**config.mk**
```make
export PLATFORM = sky130hd
export DESIGN_NAME = base64_stream_encoder
export DESIGN_NICKNAME = d
export VERILOG_FILES = /design/src/hw/rtl/b64e_pkg.sv /design/src/hw/rtl/b64e_front.sv /design/src/hw/rtl/b64e_queue.sv /design/src/hw/rtl/b64e_back.sv /design/src/hw/rtl/base64_stream_encoder.sv
export SDC_FILE = /design/constraint.sdc
export NUM_CORES = 1
export LEC_CHECK = 0
export BUFFER_PORTS_ARGS = -buffer_cell sky130_fd_sc_hd__buf_2
export CORE_MARGIN = 4
export CORE_UTILIZATION = 45
export DETAILED_ROUTE_END_ITERATION = 12
export GPL_TIMING_DRIVEN = 0
export PLACE_DENSITY_LB_ADDON = 0.05
export SYNTH_ARGS = -nofsm -noshare
export SYNTH_HDL_FRONTEND = slang
export SYNTH_SLANG_ARGS = --single-unit
export TNS_END_PERCENT = 20
```
**constraint.sdc**
```tcl
create_clock -name clk_i -period 4.05 [get_ports clk_i]
set_input_delay 0.405 -clock clk_i [delete_from_list [all_inputs] [get_ports clk_i]]
set_output_delay 0.405 -clock clk_i [all_outputs]
set_load 0.03 [all_outputs]
```
**src/hw/rtl/b64e_pkg.sv**
```systemverilog
// Shared types, constants and the character table of the base64 encoder.
package b64e_pkg;

  // Depth of the job queue between front and back
  localparam int unsigned QDepth = 2;
  localparam int unsigned QAw    = (QDepth > 1) ? $clog2(QDepth) : 1;
  localparam int unsigned QCw    = $clog2(QDepth + 1);

  localparam logic [6:0] PadChar = 7'h3D;

  // Position of the next byte within its 3-byte group
  typedef enum logic [1:0] {
    PH_0 = 2'd0,
    PH_1 = 2'd1,
    PH_2 = 2'd2
  } phase_e;

  // One classified byte: sextets to emit, then '=' pads
  typedef struct packed {
    logic [5:0] sext0;
    logic [5:0] sext1;
    logic       two_sext;  // emit sext1 after sext0
    logic [1:0] npad;      // '=' count after the sextets
    logic       fin;       // last byte of the message
  } job_t;

  // Sextet to ASCII: A-Z a-z 0-9 + /
  function automatic logic [6:0] b64_char(input logic [5:0] v);
    logic [6:0] c;
    if (v < 6'd26) begin
      c = 7'h41 + {1'b0, v};
    end else if (v < 6'd52) begin
      c = 7'h47 + {1'b0, v};
    end else if (v < 6'd62) begin
      c = 7'h30 + {1'b0, v} - 7'd52;
    end else if (v == 6'd62) begin
      c = 7'h2B;
    end else begin
      c = 7'h2F;
    end
    return c;
  endfunction

endpackage

```
**src/hw/rtl/b64e_front.sv**
```systemverilog
// Front end: takes bytes, tracks group phase and carry bits, builds jobs.
module b64e_front (
  input  logic             clk_i,
  input  logic             rst_ni,
  input  logic             push_i,
  input  logic [7:0]       data_byte_i,
  input  logic             final_byte_i,
  input  logic             q_full_i,
  output logic             job_valid_o,
  output b64e_pkg::job_t   job_o
);

  b64e_pkg::phase_e phase_q, phase_d;
  logic [3:0]       carry_q, carry_d;
  logic             accept;

  assign accept      = push_i & ~q_full_i;
  assign job_valid_o = accept;

  // Phase and carry registers
  always_ff @(posedge clk_i or negedge rst_ni) begin
    if (!rst_ni) begin
      phase_q <= b64e_pkg::PH_0;
      carry_q <= 4'd0;
    end else begin
      phase_q <= phase_d;
      carry_q <= carry_d;
    end
  end

  // Split the byte into sextets and decide flush/padding
  always_comb begin
    phase_d = phase_q;
    carry_d = carry_q;
    job_o   = '0;
    job_o.fin = final_byte_i;
    case (phase_q)
      b64e_pkg::PH_1: begin
        job_o.sext0    = {carry_q[1:0], data_byte_i[7:4]};
        job_o.sext1    = {data_byte_i[3:0], 2'b00};
        job_o.two_sext = final_byte_i;
        job_o.npad     = final_byte_i ? 2'd1 : 2'd0;
        if (accept) begin
          phase_d = b64e_pkg::PH_2;
          carry_d = data_byte_i[3:0];
        end
      end
      b64e_pkg::PH_2: begin
        job_o.sext0    = {carry_q, data_byte_i[7:6]};
        job_o.sext1    = data_byte_i[5:0];
        job_o.two_sext = 1'b1;
        job_o.npad     = 2'd0;
        if (accept) begin
          phase_d = b64e_pkg::PH_0;
          carry_d = 4'd0;
        end
      end
      default: begin
        job_o.sext0    = data_byte_i[7:2];
        job_o.sext1    = {data_byte_i[1:0], 4'b0000};
        job_o.two_sext = final_byte_i;
        job_o.npad     = final_byte_i ? 2'd2 : 2'd0;
        if (accept) begin
          phase_d = b64e_pkg::PH_1;
          carry_d = {2'b00, data_byte_i[1:0]};
        end
      end
    endcase
    // Message end: back to the start of a group
    if (accept && final_byte_i) begin
      phase_d = b64e_pkg::PH_0;
      carry_d = 4'd0;
    end
  end

endmodule

```
**src/hw/rtl/b64e_queue.sv**
```systemverilog
// Small job queue between front and back.
module b64e_queue (
  input  logic             clk_i,
  input  logic             rst_ni,
  input  logic             wr_en_i,
  input  b64e_pkg::job_t   wr_data_i,
  output logic             full_o,
  input  logic             rd_en_i,
  output b64e_pkg::job_t   rd_data_o,
  output logic             empty_o
);

  b64e_pkg::job_t                  slot_q [b64e_pkg::QDepth];
  logic [b64e_pkg::QAw-1:0]        wr_ptr_q, rd_ptr_q;
  logic [b64e_pkg::QCw-1:0]        cnt_q;
  logic                            do_wr, do_rd;

  assign full_o    = (cnt_q == b64e_pkg::QCw'(b64e_pkg::QDepth));
  assign empty_o   = (cnt_q == '0);
  assign do_wr     = wr_en_i & ~full_o;
  assign do_rd     = rd_en_i & ~empty_o;
  assign rd_data_o = slot_q[rd_ptr_q];

  // Storage
  always_ff @(posedge clk_i) begin
    if (do_wr) begin
      slot_q[wr_ptr_q] <= wr_data_i;
    end
  end

  // Pointers and fill count
  always_ff @(posedge clk_i or negedge rst_ni) begin
    if (!rst_ni) begin
      wr_ptr_q <= '0;
      rd_ptr_q <= '0;
      cnt_q    <= '0;
    end else begin
      if (do_wr) begin
        wr_ptr_q <= (wr_ptr_q == b64e_pkg::QAw'(b64e_pkg::QDepth - 1)) ? '0 : wr_ptr_q + 1'b1;
      end
      if (do_rd) begin
        rd_ptr_q <= (rd_ptr_q == b64e_pkg::QAw'(b64e_pkg::QDepth - 1)) ? '0 : rd_ptr_q + 1'b1;
      end
      if (do_wr && !do_rd) begin
        cnt_q <= cnt_q + 1'b1;
      end else if (do_rd && !do_wr) begin
        cnt_q <= cnt_q - 1'b1;
      end
    end
  end

endmodule

```
**src/hw/rtl/b64e_back.sv**
```systemverilog
// Back end: one character per cycle of a job into the free output register.
module b64e_back (
  input  logic             clk_i,
  input  logic             rst_ni,
  input  logic             q_empty_i,
  input  b64e_pkg::job_t   job_i,
  output logic             q_pop_o,
  output logic             empty_o,
  input  logic             pop_i,
  output logic [6:0]       out_char_o,
  output logic             run_last_o,
  output logic             message_end_o
);

  logic [1:0] idx_q, idx_d;
  logic       valid_q, valid_d;
  logic [6:0] char_q, char_d;
  logic       last_q, last_d;
  logic       end_q, end_d;
  logic [1:0] last_idx;
  logic       load;
  logic       is_last;

  assign empty_o       = ~valid_q;
  assign out_char_o    = char_q;
  assign run_last_o    = last_q;
  assign message_end_o = end_q;

  // Output register frees when empty or being popped
  assign load     = (~valid_q | pop_i) & ~q_empty_i;
  assign last_idx = {1'b0, job_i.two_sext} + job_i.npad;
  assign is_last  = (idx_q == last_idx);
  assign q_pop_o  = load & is_last;

  // Pick the character at the current index of the head job
  always_comb begin
    idx_d   = idx_q;
    valid_d = valid_q & ~pop_i;
    char_d  = char_q;
    last_d  = last_q;
    end_d   = end_q;
    if (load) begin
      valid_d = 1'b1;
      if (idx_q == 2'd0) begin
        char_d = b64e_pkg::b64_char(job_i.sext0);
      end else if (idx_q == 2'd1 && job_i.two_sext) begin
        char_d = b64e_pkg::b64_char(job_i.sext1);
      end else begin
        char_d = b64e_pkg::PadChar;
      end
      last_d = is_last;
      end_d  = is_last & job_i.fin;
      idx_d  = is_last ? 2'd0 : idx_q + 2'd1;
    end
  end

  // Control registers
  always_ff @(posedge clk_i or negedge rst_ni) begin
    if (!rst_ni) begin
      idx_q   <= 2'd0;
      valid_q <= 1'b0;
    end else begin
      idx_q   <= idx_d;
      valid_q <= valid_d;
    end
  end

  // Result payload
  always_ff @(posedge clk_i) begin
    char_q <= char_d;
    last_q <= last_d;
    end_q  <= end_d;
  end

endmodule

```
**src/hw/rtl/base64_stream_encoder.sv**
```systemverilog
// Base64 encoder, top level: front end, job queue and character back end.
//
// Standard padded base64 of a byte stream. Each pushed word is one byte;
// the byte flagged final closes the message, with the flush character and
// '=' padding where its group is incomplete. Results are characters, one
// popped word each, with run_last on the last character of a byte and
// message_end on the last of the message. The back end sends one character
// per cycle from its output register while that register is free and a job
// waits; a byte gives one or two characters (up to four on the final byte).
// A byte's first character passes the job queue, then the output register.
// A two-entry job queue keeps bytes coming while the back end is busy or stalled.
module base64_stream_encoder (
  input  logic       clk_i,
  input  logic       rst_ni,
  input  logic       push,
  output logic       full,
  input  logic [7:0] data_byte_i,
  input  logic       final_byte_i,
  output logic       empty,
  input  logic       pop,
  output logic [6:0] out_char_o,
  output logic       run_last_o,
  output logic       message_end_o
);

  b64e_pkg::job_t wr_job, rd_job;
  logic           wr_en, q_full, q_empty, q_pop;

  assign full = q_full;

  // Byte intake and classification
  b64e_front u_front (
    .clk_i        (clk_i),
    .rst_ni       (rst_ni),
    .push_i       (push),
    .data_byte_i  (data_byte_i),
    .final_byte_i (final_byte_i),
    .q_full_i     (q_full),
    .job_valid_o  (wr_en),
    .job_o        (wr_job)
  );

  // Job queue
  b64e_queue u_queue (
    .clk_i     (clk_i),
    .rst_ni    (rst_ni),
    .wr_en_i   (wr_en),
    .wr_data_i (wr_job),
    .full_o    (q_full),
    .rd_en_i   (q_pop),
    .rd_data_o (rd_job),
    .empty_o   (q_empty)
  );

  // Character emission
  b64e_back u_back (
    .clk_i         (clk_i),
    .rst_ni        (rst_ni),
    .q_empty_i     (q_empty),
    .job_i         (rd_job),
    .q_pop_o       (q_pop),
    .empty_o       (empty),
    .pop_i         (pop),
    .out_char_o    (out_char_o),
    .run_last_o    (run_last_o),
    .message_end_o (message_end_o)
  );

endmodule

```
### After elaboration in Yosys (flattened, before gate mapping)

Memories as Yosys holds them, arrays and structs flattened.
Index checks and enable logic that the tools add are counted.

| storage, ports and cells | value |
|---|---|
| register bits | 22 |
| memory bits (writable) | 32 |
| input port bits | 13 |
| output and inout port bits | 11 |
| logic and storage cells | 91 |
| memories | 1 |

Memory list:

| name | words | bits a word | rd ports | clocked after memory_dff | write ports | line | source |
|---|---|---|---|---|---|---|---|
| u_queue.slot_q | 2 | 16 | 1 | 0 | 1 | b64e_queue.sv:13 | `b64e_pkg::job_t slot_q [b64e_pkg::QDepth];` |

| cells by class | value |
|---|---|
| add/subtract/negate cells | 14 |
| $lt $le $gt $ge | 6 |
| equality and inequality tests | 7 |
| mux-type cells | 31 |
| bitwise operators | 12 |
| reduce and logical (&&, ||, !) cells | 10 |

Operators by type and width:

| operator | count |
|---|---|
| two-way mux 7 bit | 8 |
| case mux 15 bit (2 select lines) | 1 |
| adder 7 x 6 -> 7 bit, first input constant | 4 |
| less-than comparator 6 bit, second input constant | 4 |
| two-way mux 2 bit | 8 |
| two-way mux 4 bit | 4 |
| adder 6 x 6 -> 7 bit, first input constant | 2 |
| subtractor 7 x 6 -> 7 bit, second input constant | 2 |
| equality test 6 bit, second input constant | 2 |
| less-than comparator 6 x 5 -> 1 bit, second input constant | 2 |
| case mux 4 bit (2 select lines) | 1 |
| AND 1 bit | 7 |
| two-way mux 1 bit | 6 |
| two-way mux 3 bit | 2 |
| adder 2 x 1 -> 2 bit, second input constant | 2 |
| equality test 2 x 1 -> 1 bit, second input constant | 2 |
| equality test 2 bit, second input constant | 2 |
| logical AND 1 bit | 4 |
| zero test 2 bit | 2 |
| NOT 1 bit | 4 |
| case mux 2 bit (2 select lines) | 1 |
| nonzero test 2 bit | 2 |
| adder 1 bit, second input constant | 2 |
| adder 1 x 2 -> 2 bit | 1 |
| 4 further kinds | 5 |

### Logic depth before layout (Yosys ltp)

| logic depth | value |
|---|---|
| depth in word-level cells | 8 |
| gate-level depth with buffers | 13 |
| mapped depth without buffers | 10 |

### Cells and area by module

From an unflattened synthesis, not the netlist that was laid out.

| second synthesis, totals | value |
|---|---|
| cell total of the unflattened synthesis | 282 |
| area, all modules | 3,179.3 um^2 |

Modules (own cells, without submodules):

| module | times used | cells an instance | area each (um^2) | sequential area each (um^2) |
|---|---|---|---|---|
| b64e_queue | 1 | 69 | 1,402.6 | 1,061.0 |
| b64e_back | 1 | 148 | 1,260.0 | 345.3 |
| b64e_front | 1 | 65 | 516.7 | 150.1 |

### Least setup slack after synthesis

OpenSTA, ideal clock, no wires.

| timing | value |
|---|---|
| kind | register -> register |
| from | register u_queue.rd_ptr_q |
| to | register u_queue.cnt_q[1] (netlist name) |
| setup time | 0.079 ns |
| arrival | 2.526 ns |
| data required time | 3.971 ns |
| setup slack | 1.445 ns |
| cell stages (with the launch flop) | 14 |
| path buffers | 3 |
| period minus slack after synthesis | 2.605 ns |
| cells stage by stage | dfrtp_1 > buf_6 > buf_8 > buf_6 > mux2_2 > ha_1 > xor2_1 > xnor2_1 > nor2_1 > nand2_1 > ha_1 > xor2_1 > nor2_1 > xor2_1 |

| between the ends | value |
|---|---|
| longest elaborated chain between the ends | 8 |
| elaborated cells on any way between the ends | 10 |
| those cells by class | add/sub (1); eq/ne (1); mux (1); bitwise (2); reduce/logical (4); memory (1) |

RTL lines:

| item | line | source |
|---|---|---|
| from (decl) | b64e_queue.sv:14 | `logic [b64e_pkg::QAw-1:0] wr_ptr_q, rd_ptr_q;` |
| from (signal assigned) | b64e_queue.sv:42 | `rd_ptr_q <= (rd_ptr_q == b64e_pkg::QAw'(b64e_pkg::QDepth - 1)) ? '0 : rd_ptr_q + 1'b1;` |
| memory (2 x 16 bit) * | -- |  |
| adder 1 x 2 -> 2 bit * | b64e_back.sv:31 | `assign last_idx = {1'b0, job_i.two_sext} + job_i.npad;` |
| equality test 2 bit * | b64e_back.sv:32 | `assign is_last = (idx_q == last_idx);` |
| via u_back.is_last | b64e_back.sv:22 | `logic is_last;` |
| AND 1 bit * | b64e_back.sv:33 | `assign q_pop_o = load & is_last;` |
| AND 1 bit * | b64e_queue.sv:21 | `assign do_rd = rd_en_i & ~empty_o;` |
| zero test 1 bit | b64e_queue.sv:44 | `if (do_wr && !do_rd) begin` |
| logical AND 1 bit | b64e_queue.sv:44 |  |
| two-way mux 2 bit / nonzero test 2 bit (equally long branches) | -- |  |
| to (signal assigned) | b64e_queue.sv:45 | `cnt_q <= cnt_q + 1'b1;` |
| to (signal assigned) | b64e_queue.sv:47 | `cnt_q <= cnt_q - 1'b1;` |
| to (decl) | b64e_queue.sv:15 | `logic [b64e_pkg::QCw-1:0] cnt_q;` |

Mark *: on every way through the listed nets, which the timed path passes. The rest lies on a longest branch.
A chain may end at the register's enable or synchronous reset.

### Worst setup path after layout

Same ends and word-level chain as after synthesis.

==> impl_metrics.prom <==
# TYPE chip_impl_metric gauge
chip_impl_info{name="outcome",value="finished, final reports clean"} 1
chip_impl_info{name="r2r_start",value="u_queue.rd_ptr_q"} 1
chip_impl_metric{name="synth-warning-count",unit=""} 0
chip_impl_info{name="yosys.area.top_type",value="sky130_fd_sc_hd__edfxtp_1"} 1
chip_impl_metric{name="finalHoldViolCount",unit=""} 0
chip_impl_metric{name="final_ws_setup",unit="ns"} 1.14
chip_impl_metric{name="sequential_share_of_power",unit=""} 0.320
chip_impl_metric{name="final.period_utilization",unit=""} 0.718
chip_impl_metric{name="route.detailed.vias_per_inst",unit=""} 5.37
chip_impl_metric{name="sequential_element_share_of_the_synthesized_area",unit=""} 0.484
chip_impl_metric{name="die_h",unit="um"} 92.5
chip_impl_metric{name="ioPinCount",unit=""} 24
chip_impl_metric{name="number_of_enable_flip_flop_cells_after_synthesis",unit=""} 41
chip_impl_metric{name="buffer_ports.inserted",unit=""} 23
chip_impl_metric{name="std_cell_rows",unit=""} 30
chip_impl_metric{name="tns",unit="ns"} 0
chip_impl_info{name="min_to",value="u_back.valid_q"} 1
chip_impl_metric{name="avgRoutedWirePerCell",unit="um"} 15.5
chip_impl_metric{name="grt_pass1_vias",unit=""} 2215
chip_impl_metric{name="grtUsageMet2",unit=""} 0.249
chip_impl_info{name="hold_path_class",value="in -> reg"} 1
chip_impl_metric{name="pwr-share-comb",unit=""} 0.575
chip_impl_metric{name="cap_violations",unit=""} 0
chip_impl_metric{name="p_int",unit="uW"} 1730
chip_impl_metric{name="syn_avg_cell_area",unit="sq um"} 11.3
chip_impl_metric{name="worst-path-buf-inv",unit=""} 3
chip_impl_metric{name="worstPathArrival",unit="ns"} 3.15
chip_impl_info{name="clock_tree.root_cell",value="sky130_fd_sc_hd__clkbuf_8"} 1
chip_impl_info{name="ys_top_cells_by_area",value="sky130_fd_sc_hd__edfxtp_1, sky130_fd_sc_hd__dfrtp_1, sky130_fd_sc_hd__ha_1, sky130_fd_sc_hd__a22oi_1, sky130_fd_sc_hd__o21ai_0"} 1
chip_impl_metric{name="worst_pin_slew",unit="ns"} 1.18
chip_impl_metric{name="clock_tree.htree_level_count",unit=""} 2
chip_impl_metric{name="floorplan.die_area",unit="sq mm"} 0.00856
chip_impl_info{name="critPathTopFamily",value="XOR/XNOR gates"} 1
chip_impl_metric{name="num-fill-cells",unit=""} 630
chip_impl_metric{name="drtPass1Iterations",unit=""} 4
chip_impl_metric{name="worst_path_largest_cell_delay",unit="ns"} 0.37
chip_impl_metric{name="gr-total-overflow",unit=""} 0
chip_impl_metric{name="maxSlewViolCount",unit=""} 0
chip_impl_metric{name="hold-path-cell-count",unit=""} 2
chip_impl_metric{name="ys_seq_elements",unit=""} 54
chip_impl_metric{name="max-clock-path-buffers",unit=""} 2
chip_impl_metric{name="postSynth.asyncResetShare",unit=""} 0.241
chip_impl_metric{name="power",unit="uW"} 3100
chip_impl_info{name="critical-path-slowest-cell",value="sky130_fd_sc_hd__dfrtp_1"} 1
chip_impl_metric{name="area_growth",unit="%"} 11.1
chip_impl_info{name="rr_endpoint",value="u_queue.cnt_q[1]"} 1
chip_impl_metric{name="finalNetCount",unit=""} 347
chip_impl_metric{name="pin_count_of_the_biggest_net_entering_global_routing",unit=""} 19
chip_impl_metric{name="power.ir.vdd_worst",unit="V"} 0.000347
chip_impl_metric{name="antenna_violations_before_repair",unit=""} 0
chip_impl_info{name="crit_path_cells",value="buf_6 -> buf_8 -> buf_6 -> mux2_2 -> ha_1 -> xor2_1 -> xnor2_1 -> nor2_1 -> nand2_1 -> ha_1 -> xor2_1 -> nor2_1 -> xor2_1"} 1
chip_impl_metric{name="worstPathMaxFanout",unit=""} 10
chip_impl_metric{name="minimum_hold_slack",unit="ns"} 0.287
chip_impl_metric{name="synth_nets",unit=""} 315
chip_impl_metric{name="initial_core_util",unit=""} 0.468
chip_impl_info{name="synth_flop_cell",value="sky130_fd_sc_hd__edfxtp_1"} 1
chip_impl_metric{name="fmax",unit="MHz"} 344
chip_impl_metric{name="power-per-cell-area",unit="mW/mm^2"} 869
chip_impl_metric{name="timing.reg2reg.setup_slack",unit="ns"} 1.14
chip_impl_metric{name="cp.required",unit="ns"} 4.29
chip_impl_metric{name="global_route.usage.met3",unit=""} 0.0252
chip_impl_info{name="critical_path.endpoint_type",value="register"} 1
chip_impl_metric{name="fin_skew",unit="ns"} 0.00880
chip_impl_metric{name="netlist_area",unit="sq mm"} 0.00322
chip_impl_metric{name="slew_headroom",unit=""} 0.211
chip_impl_metric{name="static-leakage-power",unit="uW"} 0.00137
chip_impl_metric{name="post_cts_resized",unit=""} 0
chip_impl_metric{name="fp.dieW",unit="um"} 92.5
chip_impl_metric{name="ratio_of_cells_with_drive_above_1_in_the_final_layout",unit=""} 0.186
chip_impl_metric{name="ant_nets",unit=""} 0
chip_impl_metric{name="pwr-share-clk",unit=""} 0.105
chip_impl_metric{name="power_switching_share",unit=""} 0.442
chip_impl_info{name="grt_setup_unrepaired",value="no"} 1
chip_impl_metric{name="clock_insertion_delay_worst_skew",unit="ns"} 0.31
chip_impl_metric{name="core_area",unit="sq mm"} 0.00687
chip_impl_metric{name="remaining_drc_errors",unit=""} 0
chip_impl_metric{name="cts_buffers",unit=""} 5
chip_impl_metric{name="first_pass_grt_wire_length",unit="um"} 10800
chip_impl_metric{name="timing.reg2reg.worst_path_depth",unit=""} 13
chip_impl_metric{name="syn_inst",unit=""} 285
chip_impl_metric{name="yosys.cell_types.count",unit=""} 57
chip_impl_info{name="cts_tree",value="built"} 1
chip_impl_info{name="post-synth-top-count-cell",value="sky130_fd_sc_hd__edfxtp_1"} 1
chip_impl_metric{name="insertedDiodeCount",unit=""} 0
chip_impl_metric{name="dr_vias",unit=""} 2225
chip_impl_metric{name="grt_usage",unit=""} 0.159
chip_impl_info{name="hold_start",value="pop"} 1
chip_impl_metric{name="finalSetupViolCount",unit=""} 0
chip_impl_info{name="critPathLaunchType",value="register"} 1
chip_impl_info{name="synth_top_cells_by_count",value="sky130_fd_sc_hd__edfxtp_1, sky130_fd_sc_hd__o21ai_0, sky130_fd_sc_hd__nand2_1"} 1
chip_impl_metric{name="clk_pin_slew_worst_paths",unit="ns"} 0.10
chip_impl_metric{name="drt_iter0_drc",unit=""} 90
chip_impl_info{name="most_frequent_cell_on_the_critical_path",value="sky130_fd_sc_hd__xor2_1"} 1
chip_impl_metric{name="synth_top_area_share",unit=""} 0.383
chip_impl_metric{name="cts_sinks",unit=""} 54
chip_impl_metric{name="global_route.usage.met1",unit=""} 0.223
chip_impl_metric{name="routabilityCongestion",unit=""} 0.898
chip_impl_metric{name="power.net_switching",unit="uW"} 1370
chip_impl_info{name="grt_most_used_layer",value="met2"} 1
chip_impl_metric{name="detailedPlace.worstSlack",unit="ns"} 1.12
chip_impl_metric{name="dp_hpwl",unit="um"} 4960
chip_impl_info{name="crit_type",value="reg -> reg"} 1
chip_impl_metric{name="postRouteWirelength",unit="um"} 6400
chip_impl_metric{name="fin_crit",unit="ns"} 2.91
[worst max-delay path by stage]
stage	from	endpoint	slack, ns	cells after the start
after global placement	u_queue.rd_ptr_q	u_queue.cnt_q[1]	1.11	13
final	u_queue.rd_ptr_q	u_queue.cnt_q[1]	1.14	13
after floorplan	u_queue.rd_ptr_q	u_queue.cnt_q[1]	1.45	13
after detailed placement	u_queue.rd_ptr_q	u_queue.cnt_q[1]	1.12	13
after CTS	u_queue.rd_ptr_q	u_queue.cnt_q[1]	1.10	13
after global routing	u_queue.rd_ptr_q	u_queue.cnt_q[1]	0.87	13
[area by class of cell]
type	instances	area [sq um]	share of cell area
flip-flops and latches	54	1560	0.436
multi-input cells	202	1510	0.424
repair buffers	25	133	0.0371
well taps	96	120	0.0336
clock buffers	6	82.6	0.0231
inverters	20	75.1	0.0210
plain buffers	9	71.3	0.0200
clock inverters	2	20.0	0.00561
[placed cells by master, fill, tap and decap left out, types with 3 or more instances in the layout]
cell type,netlist,final
sky130_fd_sc_hd__nand4_1,3,3
sky130_fd_sc_hd__xnor2_1,11,11
sky130_fd_sc_hd__clkbuf_8,0,6
sky130_fd_sc_hd__mux2i_2,4,4
sky130_fd_sc_hd__buf_6,3,3
sky130_fd_sc_hd__inv_1,17,17
sky130_fd_sc_hd__a22oi_1,15,15
sky130_fd_sc_hd__xor2_1,5,5
sky130_fd_sc_hd__nand3b_1,6,6
sky130_fd_sc_hd__and2_1,4,4
sky130_fd_sc_hd__o211ai_1,4,4
sky130_fd_sc_hd__nand2_1,19,19
sky130_fd_sc_hd__o21ai_0,21,21
sky130_fd_sc_hd__ha_1,17,17
sky130_fd_sc_hd__nor3_1,5,5
sky130_fd_sc_hd__edfxtp_1,41,41
sky130_fd_sc_hd__dfrtp_1,13,13
sky130_fd_sc_hd__mux2i_4,4,4
sky130_fd_sc_hd__inv_2,3,3
sky130_fd_sc_hd__clkbuf_1,4,4
sky130_fd_sc_hd__a21oi_1,16,16
sky130_fd_sc_hd__a22o_1,4,4
sky130_fd_sc_hd__buf_2,0,23
sky130_fd_sc_hd__nand3_1,8,8
sky130_fd_sc_hd__nor2_1,11,11
sky130_fd_sc_hd__mux2i_1,7,7
[worst register-to-register path: stages, from the launching register on]
cell and delay [ns]:
sky130_fd_sc_hd__dfrtp_1 0.37, sky130_fd_sc_hd__buf_6 0.20, sky130_fd_sc_hd__buf_8 0.19, sky130_fd_sc_hd__buf_6 0.16, sky130_fd_sc_hd__mux2_2 0.35, sky130_fd_sc_hd__ha_1 0.19
sky130_fd_sc_hd__xor2_1 0.17, sky130_fd_sc_hd__xnor2_1 0.16, sky130_fd_sc_hd__nor2_1 0.20, sky130_fd_sc_hd__nand2_1 0.15, sky130_fd_sc_hd__ha_1 0.31, sky130_fd_sc_hd__xor2_1 0.14
sky130_fd_sc_hd__nor2_1 0.12, sky130_fd_sc_hd__xor2_1 0.14
[power groups by stage]
stage / clock [uW] / combinational, uW / sequential, uW
2_1_floorplan: 0 / 1300 / 1090
3_3_place_gp: 0 / 1770 / 1010
3_5_place_dp: 0 / 1780 / 1010
4_1_cts: 344 / 1780 / 996
5_1_grt: 365 / 1990 / 1020
6_report: 327 / 1780 / 993
[logic make-up after synthesis]
logic type	Yosys count	synth area share
flip-flops	54	0.484
adder cells (fa/ha/maj)	17	0.0661
multiplexers	17	0.0739
AO/OA/AOI/OAI	82	0.170
AND/OR/NAND/NOR	70	0.117
buffers and inverters	29	0.0455
XOR/XNOR	16	0.0436
[through the flow]
| stage | cells | utilization | cell area (sq um) |
|---|---|---|---|
| 2_1_floorplan | 285 | - | 3220 |
| 3_3_place_gp | 404 | 0.502 | 3450 |
| 3_5_place_dp | 404 | 0.502 | 3450 |
| 4_1_cts | 413 | 0.519 | 3560 |
| 5_1_grt | 414 | 0.520 | 3570 |
| 6_report | 414 | 0.520 | 3570 |
[repair_timing]
action                                 in CTS  in global routing
hold buffers                                1                  0
endpoints found under the hold margin      13                  0
buffers inserted                            0                  0
[routing by layer]
layer	up-vias	share of wire
met2	43	0.45
met1	1042	0.49
li1	1131	-
met4	0	0.021
met5	-	0
met3	9	0.036
[flip-flops by register name, indices dropped and copies added (netlist names), 2 cells and up]
register / flops
u_front.carry_q: 4
u_back.idx_q: 2
u_queue.slot_q: 32
u_back.out_char_o: 7
u_front.phase_q: 2
u_queue.cnt_q: 2
Note: power is estimated with default switching activity, not from simulation.
